File: src/sv/ffba_pkg.sv
`timescale 1ns / 1ps
`default_nettype none

package ffba_pkg;

  localparam int SIZE_W   = 12;
  localparam int INDEX_W  = 10;
  localparam int STATUS_W = 2;

  // block overhead (header + footer) and smallest leftover worth splitting off
  localparam int TAG_OVERHEAD = 2;
  localparam int SPLIT_MIN    = 3;

  localparam logic REQ_ALLOC = 1'b0;
  localparam logic REQ_FREE  = 1'b1;

  localparam logic TAG_USED = 1'b0;
  localparam logic TAG_FREE = 1'b1;

  typedef enum logic [STATUS_W-1:0] {
    ST_OK      = 2'd0,
    ST_NOSPACE = 2'd1,
    ST_NOTALLOC = 2'd2
  } status_t;

  typedef enum logic [1:0] {
    RD_PTR   = 2'd0,
    RD_LEFT  = 2'd1,
    RD_RIGHT = 2'd2
  } rsel_t;

  typedef enum logic [3:0] {
    WR_NONE       = 4'd0,
    WR_INIT_HEAD  = 4'd1,
    WR_INIT_FOOT  = 4'd2,
    WR_ALLOC_HEAD = 4'd3,
    WR_ALLOC_FOOT = 4'd4,
    WR_REM_HEAD   = 4'd5,
    WR_REM_FOOT   = 4'd6,
    WR_FREE_HEAD  = 4'd7,
    WR_FREE_FOOT  = 4'd8
  } wsel_t;

  typedef struct packed {
    logic    capture;
    logic    walk_ev;
    logic    left_ev;
    logic    right_ev;
    logic    grant;
    logic    set_status;
    status_t status_code;
    rsel_t   rsel;
    wsel_t   wsel;
  } ffba_cmd_t;

  typedef struct packed {
    logic req_bad;
    logic free_req;
    logic hit;
    logic at_target;
    logic past_target;
    logic next_end;
    logic tag_free;
    logic split;
    logic base_zero;
    logic right_in;
  } ffba_flags_t;

endpackage

`default_nettype wire

File: src/sv/ffba_ctrl.sv
`timescale 1ns / 1ps
`default_nettype none

module ffba_ctrl (
  input  logic                  clk,
  input  logic                  rst,
  input  logic                  start,
  input  ffba_pkg::ffba_flags_t flags,
  output ffba_pkg::ffba_cmd_t   cmd,
  output logic                  busy,
  output logic                  done
);

  import ffba_pkg::*;

  typedef enum logic [15:0] {
    S_INIT_HEAD  = 16'h0001,
    S_INIT_FOOT  = 16'h0002,
    S_IDLE       = 16'h0004,
    S_WALK_RD    = 16'h0008,
    S_WALK_EV    = 16'h0010,
    S_ALLOC_HEAD = 16'h0020,
    S_ALLOC_FOOT = 16'h0040,
    S_REM_HEAD   = 16'h0080,
    S_REM_FOOT   = 16'h0100,
    S_LEFT_RD    = 16'h0200,
    S_LEFT_EV    = 16'h0400,
    S_RIGHT_RD   = 16'h0800,
    S_RIGHT_EV   = 16'h1000,
    S_FREE_HEAD  = 16'h2000,
    S_FREE_FOOT  = 16'h4000,
    S_DONE       = 16'h8000
  } state_t;

  state_t state, state_next;

  always_ff @(posedge clk) begin
    if (rst) begin
      state <= S_INIT_HEAD;
    end else begin
      state <= state_next;
    end
  end

  assign busy = (state != S_IDLE);
  assign done = (state == S_DONE);

  always_comb begin
    cmd        = '0;
    state_next = state;
    unique case (state)
      S_INIT_HEAD: begin
        cmd.wsel   = WR_INIT_HEAD;
        state_next = S_INIT_FOOT;
      end
      S_INIT_FOOT: begin
        cmd.wsel   = WR_INIT_FOOT;
        state_next = S_IDLE;
      end
      S_IDLE: begin
        if (start) begin
          cmd.capture = 1'b1;
          if (flags.req_bad) begin
            cmd.set_status  = 1'b1;
            cmd.status_code = ST_NOTALLOC;
            state_next      = S_DONE;
          end else begin
            state_next = S_WALK_RD;
          end
        end
      end
      S_WALK_RD: begin
        cmd.rsel   = RD_PTR;
        state_next = S_WALK_EV;
      end
      S_WALK_EV: begin
        cmd.walk_ev = 1'b1;
        if (!flags.free_req) begin
          priority if (flags.hit) begin
            state_next = S_ALLOC_HEAD;
          end else if (flags.next_end) begin
            cmd.set_status  = 1'b1;
            cmd.status_code = ST_NOSPACE;
            state_next      = S_DONE;
          end else begin
            state_next = S_WALK_RD;
          end
        end else begin
          priority if (flags.at_target) begin
            if (flags.tag_free) begin
              cmd.set_status  = 1'b1;
              cmd.status_code = ST_NOTALLOC;
              state_next      = S_DONE;
            end else begin
              state_next = S_LEFT_RD;
            end
          end else if (flags.past_target || flags.next_end) begin
            cmd.set_status  = 1'b1;
            cmd.status_code = ST_NOTALLOC;
            state_next      = S_DONE;
          end else begin
            state_next = S_WALK_RD;
          end
        end
      end
      S_ALLOC_HEAD: begin
        cmd.wsel   = WR_ALLOC_HEAD;
        cmd.grant  = 1'b1;
        state_next = S_ALLOC_FOOT;
      end
      S_ALLOC_FOOT: begin
        cmd.wsel = WR_ALLOC_FOOT;
        if (flags.split) begin
          state_next = S_REM_HEAD;
        end else begin
          cmd.set_status  = 1'b1;
          cmd.status_code = ST_OK;
          state_next      = S_DONE;
        end
      end
      S_REM_HEAD: begin
        cmd.wsel   = WR_REM_HEAD;
        state_next = S_REM_FOOT;
      end
      S_REM_FOOT: begin
        cmd.wsel        = WR_REM_FOOT;
        cmd.set_status  = 1'b1;
        cmd.status_code = ST_OK;
        state_next      = S_DONE;
      end
      S_LEFT_RD: begin
        if (flags.base_zero) begin
          state_next = S_RIGHT_RD;
        end else begin
          cmd.rsel   = RD_LEFT;
          state_next = S_LEFT_EV;
        end
      end
      S_LEFT_EV: begin
        cmd.left_ev = 1'b1;
        state_next  = S_RIGHT_RD;
      end
      S_RIGHT_RD: begin
        if (flags.right_in) begin
          cmd.rsel   = RD_RIGHT;
          state_next = S_RIGHT_EV;
        end else begin
          state_next = S_FREE_HEAD;
        end
      end
      S_RIGHT_EV: begin
        cmd.right_ev = 1'b1;
        state_next   = S_FREE_HEAD;
      end
      S_FREE_HEAD: begin
        cmd.wsel   = WR_FREE_HEAD;
        state_next = S_FREE_FOOT;
      end
      S_FREE_FOOT: begin
        cmd.wsel        = WR_FREE_FOOT;
        cmd.set_status  = 1'b1;
        cmd.status_code = ST_OK;
        state_next      = S_DONE;
      end
      S_DONE: begin
        state_next = S_IDLE;
      end
      default: begin
        state_next = S_IDLE;
      end
    endcase
  end

endmodule

`default_nettype wire

File: config.mk
export PLATFORM = sky130hd
export DESIGN_NAME = ffba_ctrl
export DESIGN_NICKNAME = d
export VERILOG_FILES = /design/src/sv/ffba_pkg.sv /design/src/sv/ffba_ctrl.sv
export SDC_FILE = /design/constraint.sdc
export NUM_CORES = 1
export LEC_CHECK = 0
export BUFFER_PORTS_ARGS = -buffer_cell sky130_fd_sc_hd__buf_2
export CORE_MARGIN = 3
export CORE_UTILIZATION = 55
export DETAILED_ROUTE_END_ITERATION = 12
export MAX_ROUTING_LAYER = met4
export PLACE_DENSITY = 0.83
export SYNTH_ARGS = -nofsm -noshare
export SYNTH_HDL_FRONTEND = slang
export SYNTH_SLANG_ARGS = --single-unit
export TNS_END_PERCENT = 5
File: constraint.sdc
create_clock -name clk -period 5.2 [get_ports clk]
set_input_delay 1.04 -clock clk [delete_from_list [all_inputs] [get_ports clk]]
set_output_delay 1.04 -clock clk [all_outputs]
set_load 0.02 [all_outputs]
# Yosys cells after proc, flatten, opt, wreduce, memory -nomap -nowiden
# Cells that the tools add are included.
# W data, S select, Z words.
op_classes:
  add_sub_neg: 0
  multipliers: 0
  div_mod_pow: 0
  magnitude_cmp: 0
  eq_ne: 18
  n_shift: 0
  mux: 32
  n_bitwise: 0
  reduce_logical: 2
ops:
  columns: ["op", "n"]
  rows:
  - ["$pmux W16 S13", 1]
  - ["$mux W16", 9]
  - ["$pmux W4 S8", 1]
  - ["$mux W3", 9]
  - ["$eq A16 B1 Y1 const B", 1]
  - ["$eq A16 B10 Y1 const B", 1]
  - ["$eq A16 B11 Y1 const B", 1]
  - ["$eq A16 B12 Y1 const B", 1]
  - ["$eq A16 B13 Y1 const B", 1]
  - ["$eq A16 B14 Y1 const B", 1]
  - ["$eq A16 B15 Y1 const B", 1]
  - ["$eq A16 B16 Y1 const B", 1]
  - ["$eq A16 B2 Y1 const B", 1]
  - ["$eq A16 B3 Y1 const B", 1]
  - ["$eq A16 B4 Y1 const B", 1]
  - ["$eq A16 B5 Y1 const B", 1]
  - ["$eq A16 B6 Y1 const B", 1]
  - ["$eq A16 B7 Y1 const B", 1]
  - ["$eq A16 B8 Y1 const B", 1]
  - ["$eq A16 B9 Y1 const B", 1]
  - ["$ne A16 B3 Y1 const B", 1]
  - ["$mux W14", 1]
  - ["$mux W12", 1]
  - ["$pmux W3 S4", 1]
  - ["other kinds (6)", 12]
word_totals:
  reg_bits: 16
  latchBits: 0
  mem_bits_rw: 0
  rom_bits: 0
  input_bits: 13
  output_inout_bits: 16
  word_cells: 53
  n_memories: 0

# Depth between registers and ports, before layout
logic_depth:
  ltp_word: 5
  depth_mapped: 7
  mapped_depth_nobuf: 5

# Worst setup path before layout
# No wires, ideal clock.
synth_path:
  path_kind: "input -> output"
  startpoint: "input port flags[4] (netlist bit)"
  endpoint: "output port cmd[8] (netlist bit)"
  arrival_ns: 2.070
  required_ns: 4.160
  setup_slack_ns: 2.090
  path_stages: 3
  n_path_buf: 0
  cell_sequence: "o311ai_0 -> a21oi_1 -> or4_1"
synth_lines:
  columns: ["item", "line_no", "text"]
  rows:
  - ["start, declared", "ffba_ctrl.sv:8", "input ffba_pkg::ffba_flags_t flags,"]
  - ["end, declared", "ffba_ctrl.sv:9", "output ffba_pkg::ffba_cmd_t cmd,"]

==> flow_metrics.env <==
export IMPL_clock_root_buffer="clkbuf_4"
export IMPL_synth_edf_count=0
export IMPL_maxCapViolations=0
export IMPL_synthFlopType="dfxtp_1"
export IMPL_reg_top3="state: 16 flops"
export IMPL_wl_per_cell_um=14.33
export IMPL_grt_ovfl_total=0
export IMPL_required_ns=4.16
export IMPL_die_w_um=49.82
export IMPL_route_detailed_drc=0
export IMPL_clock_latency_ns=0.28
export IMPL_end_kind="output port"
export IMPL_die_h_um=49.82
export IMPL_place_congestion=0.9387
export IMPL_maxSlewViolCount=0
export IMPL_tns_ns=0
export IMPL_cts_sinks=16
export IMPL_async_flop_share=0
export IMPL_drtPass1Iterations=5
export IMPL_antenna_found_initial=0
export IMPL_ir_worst_vdd_mv=0.1275
export IMPL_cts_clk_slew_worst_paths_ns=0.10
export IMPL_holdBufCountCts=0
export IMPL_fillCellCount=165
export IMPL_power_mw=0.2322
export IMPL_status="finished, final reports clean"
export IMPL_numCtsBuffers=3
export IMPL_p_leak_nw=0.5293
export IMPL_hold_path_class="reg -> reg"
export IMPL_globalRouteTotalUtil=0.2211
export IMPL_grt_pass1_wl_um=4153
export IMPL_swShare=0.2802
export IMPL_fin_skew_ns=0.006694
export IMPL_syn_num_nets=139
export IMPL_largest_register_ffs=16
export IMPL_cts_resized=0
export IMPL_wl_um=2494
export IMPL_ys_warn_count=0
export IMPL_diodes=0
export IMPL_numPortBuffers=28
export IMPL_p_sw_mw=0.06507
export IMPL_rsz0062_at_grt="no"
export IMPL_internal_power_mw=0.1672
export IMPL_h_tree_depth=1
export IMPL_vias=1038
export IMPL_drtIter0Drc=34
export IMPL_cts_max_path_buffers=2
export IMPL_timing_fmax_ghz=0.2815
export IMPL_syn_mean_instance_area_sq_um=8.381
export IMPL_critPathLaunchType="register"
export IMPL_start_util=0.5986
export IMPL_synth_cell_types=40
export IMPL_area_growth_syn_to_layout_pct=14.93
export IMPL_rows=15
export IMPL_power_frac_comb=0.160
export IMPL_pin_count=29
export IMPL_tightest_slew_ns=0.6264
export IMPL_die_area_sq_um=2482
export IMPL_largest_register="state"
export IMPL_finalHoldViolations=0
export IMPL_arrival_ns=2.51
export IMPL_final_min_clock_period_ns=3.552
export IMPL_syn_inst=126
export IMPL_viasPerCell=5.966
export IMPL_final_nets=164
export IMPL_grt_max_degree=14
export IMPL_seqPwrFrac=0.557
export IMPL_drive_gt1_frac=0.2617
export IMPL_seq_area_frac_synth=0.3033
export IMPL_finalCritPeriodShare=0.6831
export IMPL_grt_pass1_vias=931
export IMPL_synth_seq_cells=16
export IMPL_p_per_area_nw_per_um2=191.4
export IMPL_finalSetupViolCount=0
export IMPL_ant_nets=0
export IMPL_slew_headroom=0.5789
export IMPL_path_class="reg -> out"
export IMPL_netlist_area_sq_um=1056
export IMPL_clockPowerShare=0.283
export IMPL_cts_tree="built"
export IMPL_critPathMaxFanout=8
export IMPL_cts_setup_buffers=0
export IMPL_hpwl_um=1914
export IMPL_core_sq_um=1764
==> metal layers <==
metal	track usage	wire length, um
met1	0.2704	1138
met2	0.3634	1186
met3	0.03927	153
met4	0.07834	15
met5	-	0
==> through the flow <==
step | setup slack, ns | instance area (sq um) | util | std cells | hold WS [ns]
floorplan | 2.090 | 1056 | - | 126 | 0.5098
global placement | 1.912 | 1191 | 0.6752 | 171 | 0.5525
detailed placement | 1.834 | 1191 | 0.6752 | 171 | 0.5574
CTS | 1.664 | 1214 | 0.6879 | 174 | 0.5701
global route | 1.525 | 1214 | 0.6879 | 174 | 0.5988
finish | 1.648 | 1214 | 0.6879 | 174 | 0.5793
==> path summary, 6_finish.rpt <==
| kind | slack [ns] | from | to | cells past startpoint |
|---|---|---|---|---|
| max | 1.65 | state[9] | cmd[8] | 6 |
| min | 0.58 | state[0] | state[1] | 2 |
| max reg2reg | 2.93 | state[9] | state[3] | 5 |
| min reg2reg | 0.58 | state[0] | state[1] | 2 |
==> cell families (layout without fill, tap and decap cells) <==
logic type / count (synthesis) / in the layout / share of synthesized area
AND/OR/NAND/NOR: 73 / 73 / 0.4739
AO/OA/AOI/OAI: 16 / 16 / 0.1066
flip-flops: 16 / 16 / 0.3033
buffers and inverters: 14 / 37 / 0.05569
XOR/XNOR: 5 / 5 / 0.04148
multiplexers: 2 / 2 / 0.01896
==> synthesized netlist by cell type (all sizes together), types with 2 or more instances <==
| master | instances | area share |
|---|---|---|
| a21oi | 4 | 0.019 |
| and2 | 3 | 0.018 |
| buf | 3 | 0.017 |
| clkbuf | 5 | 0.018 |
| dfxtp | 16 | 0.30 |
| inv | 6 | 0.021 |
| mux2i | 2 | 0.019 |
| nand2 | 6 | 0.021 |
| nand2b | 4 | 0.024 |
| nand3 | 4 | 0.024 |
| nand4 | 6 | 0.036 |
| nor2 | 16 | 0.057 |
| nor3 | 6 | 0.033 |
| nor3b | 2 | 0.014 |
| nor4 | 6 | 0.084 |
| nor4b | 9 | 0.075 |
| nor4bb | 2 | 0.019 |
| o21ai | 3 | 0.014 |
| o311ai | 2 | 0.017 |
| or4 | 2 | 0.014 |
| or4b | 2 | 0.019 |
| xnor2 | 2 | 0.017 |
| xor2 | 3 | 0.025 |
==> power groups by stage <==
stage / combinational [mW] / sequential, mW / clock [mW]
2_1_floorplan: 0.0251 / 0.131 / 0
3_3_place_gp: 0.0362 / 0.132 / 0
3_5_place_dp: 0.0369 / 0.132 / 0
4_1_cts: 0.0370 / 0.129 / 0.0663
5_1_grt: 0.0410 / 0.130 / 0.0723
6_report: 0.0371 / 0.129 / 0.0658
==> cell usage in the layout, fill, tap and decap left out, types with 4 or more instances in the layout <==
cell type and count:
inv_1 6, nand2_1 6, buf_2 28, a21oi_1 4
nor2_1 16, nor3_1 5, dfxtp_1 16, nand2b_1 4
nand4_1 6, nor4b_1 9
==> cell type report <==
type | count | area [sq um] | area share
well taps | 25 | 31.28 | 0.02577
repair buffers | 28 | 140.1 | 0.1155
flip-flops and latches | 16 | 320.3 | 0.2639
multi-input cells | 96 | 676.9 | 0.5577
inverters | 6 | 22.52 | 0.01856
clock buffers | 3 | 22.52 | 0.01856
==> critical path, cell delays in order (launching register included) <==
cell	delay [ns]
dfxtp_1	0.43
nor4_4	0.52
nand3_2	0.13
or4_1	0.65
a21oi_1	0.21
or4_1	0.14
buf_2	0.15
Note: power is estimated with default switching activity, not from simulation.
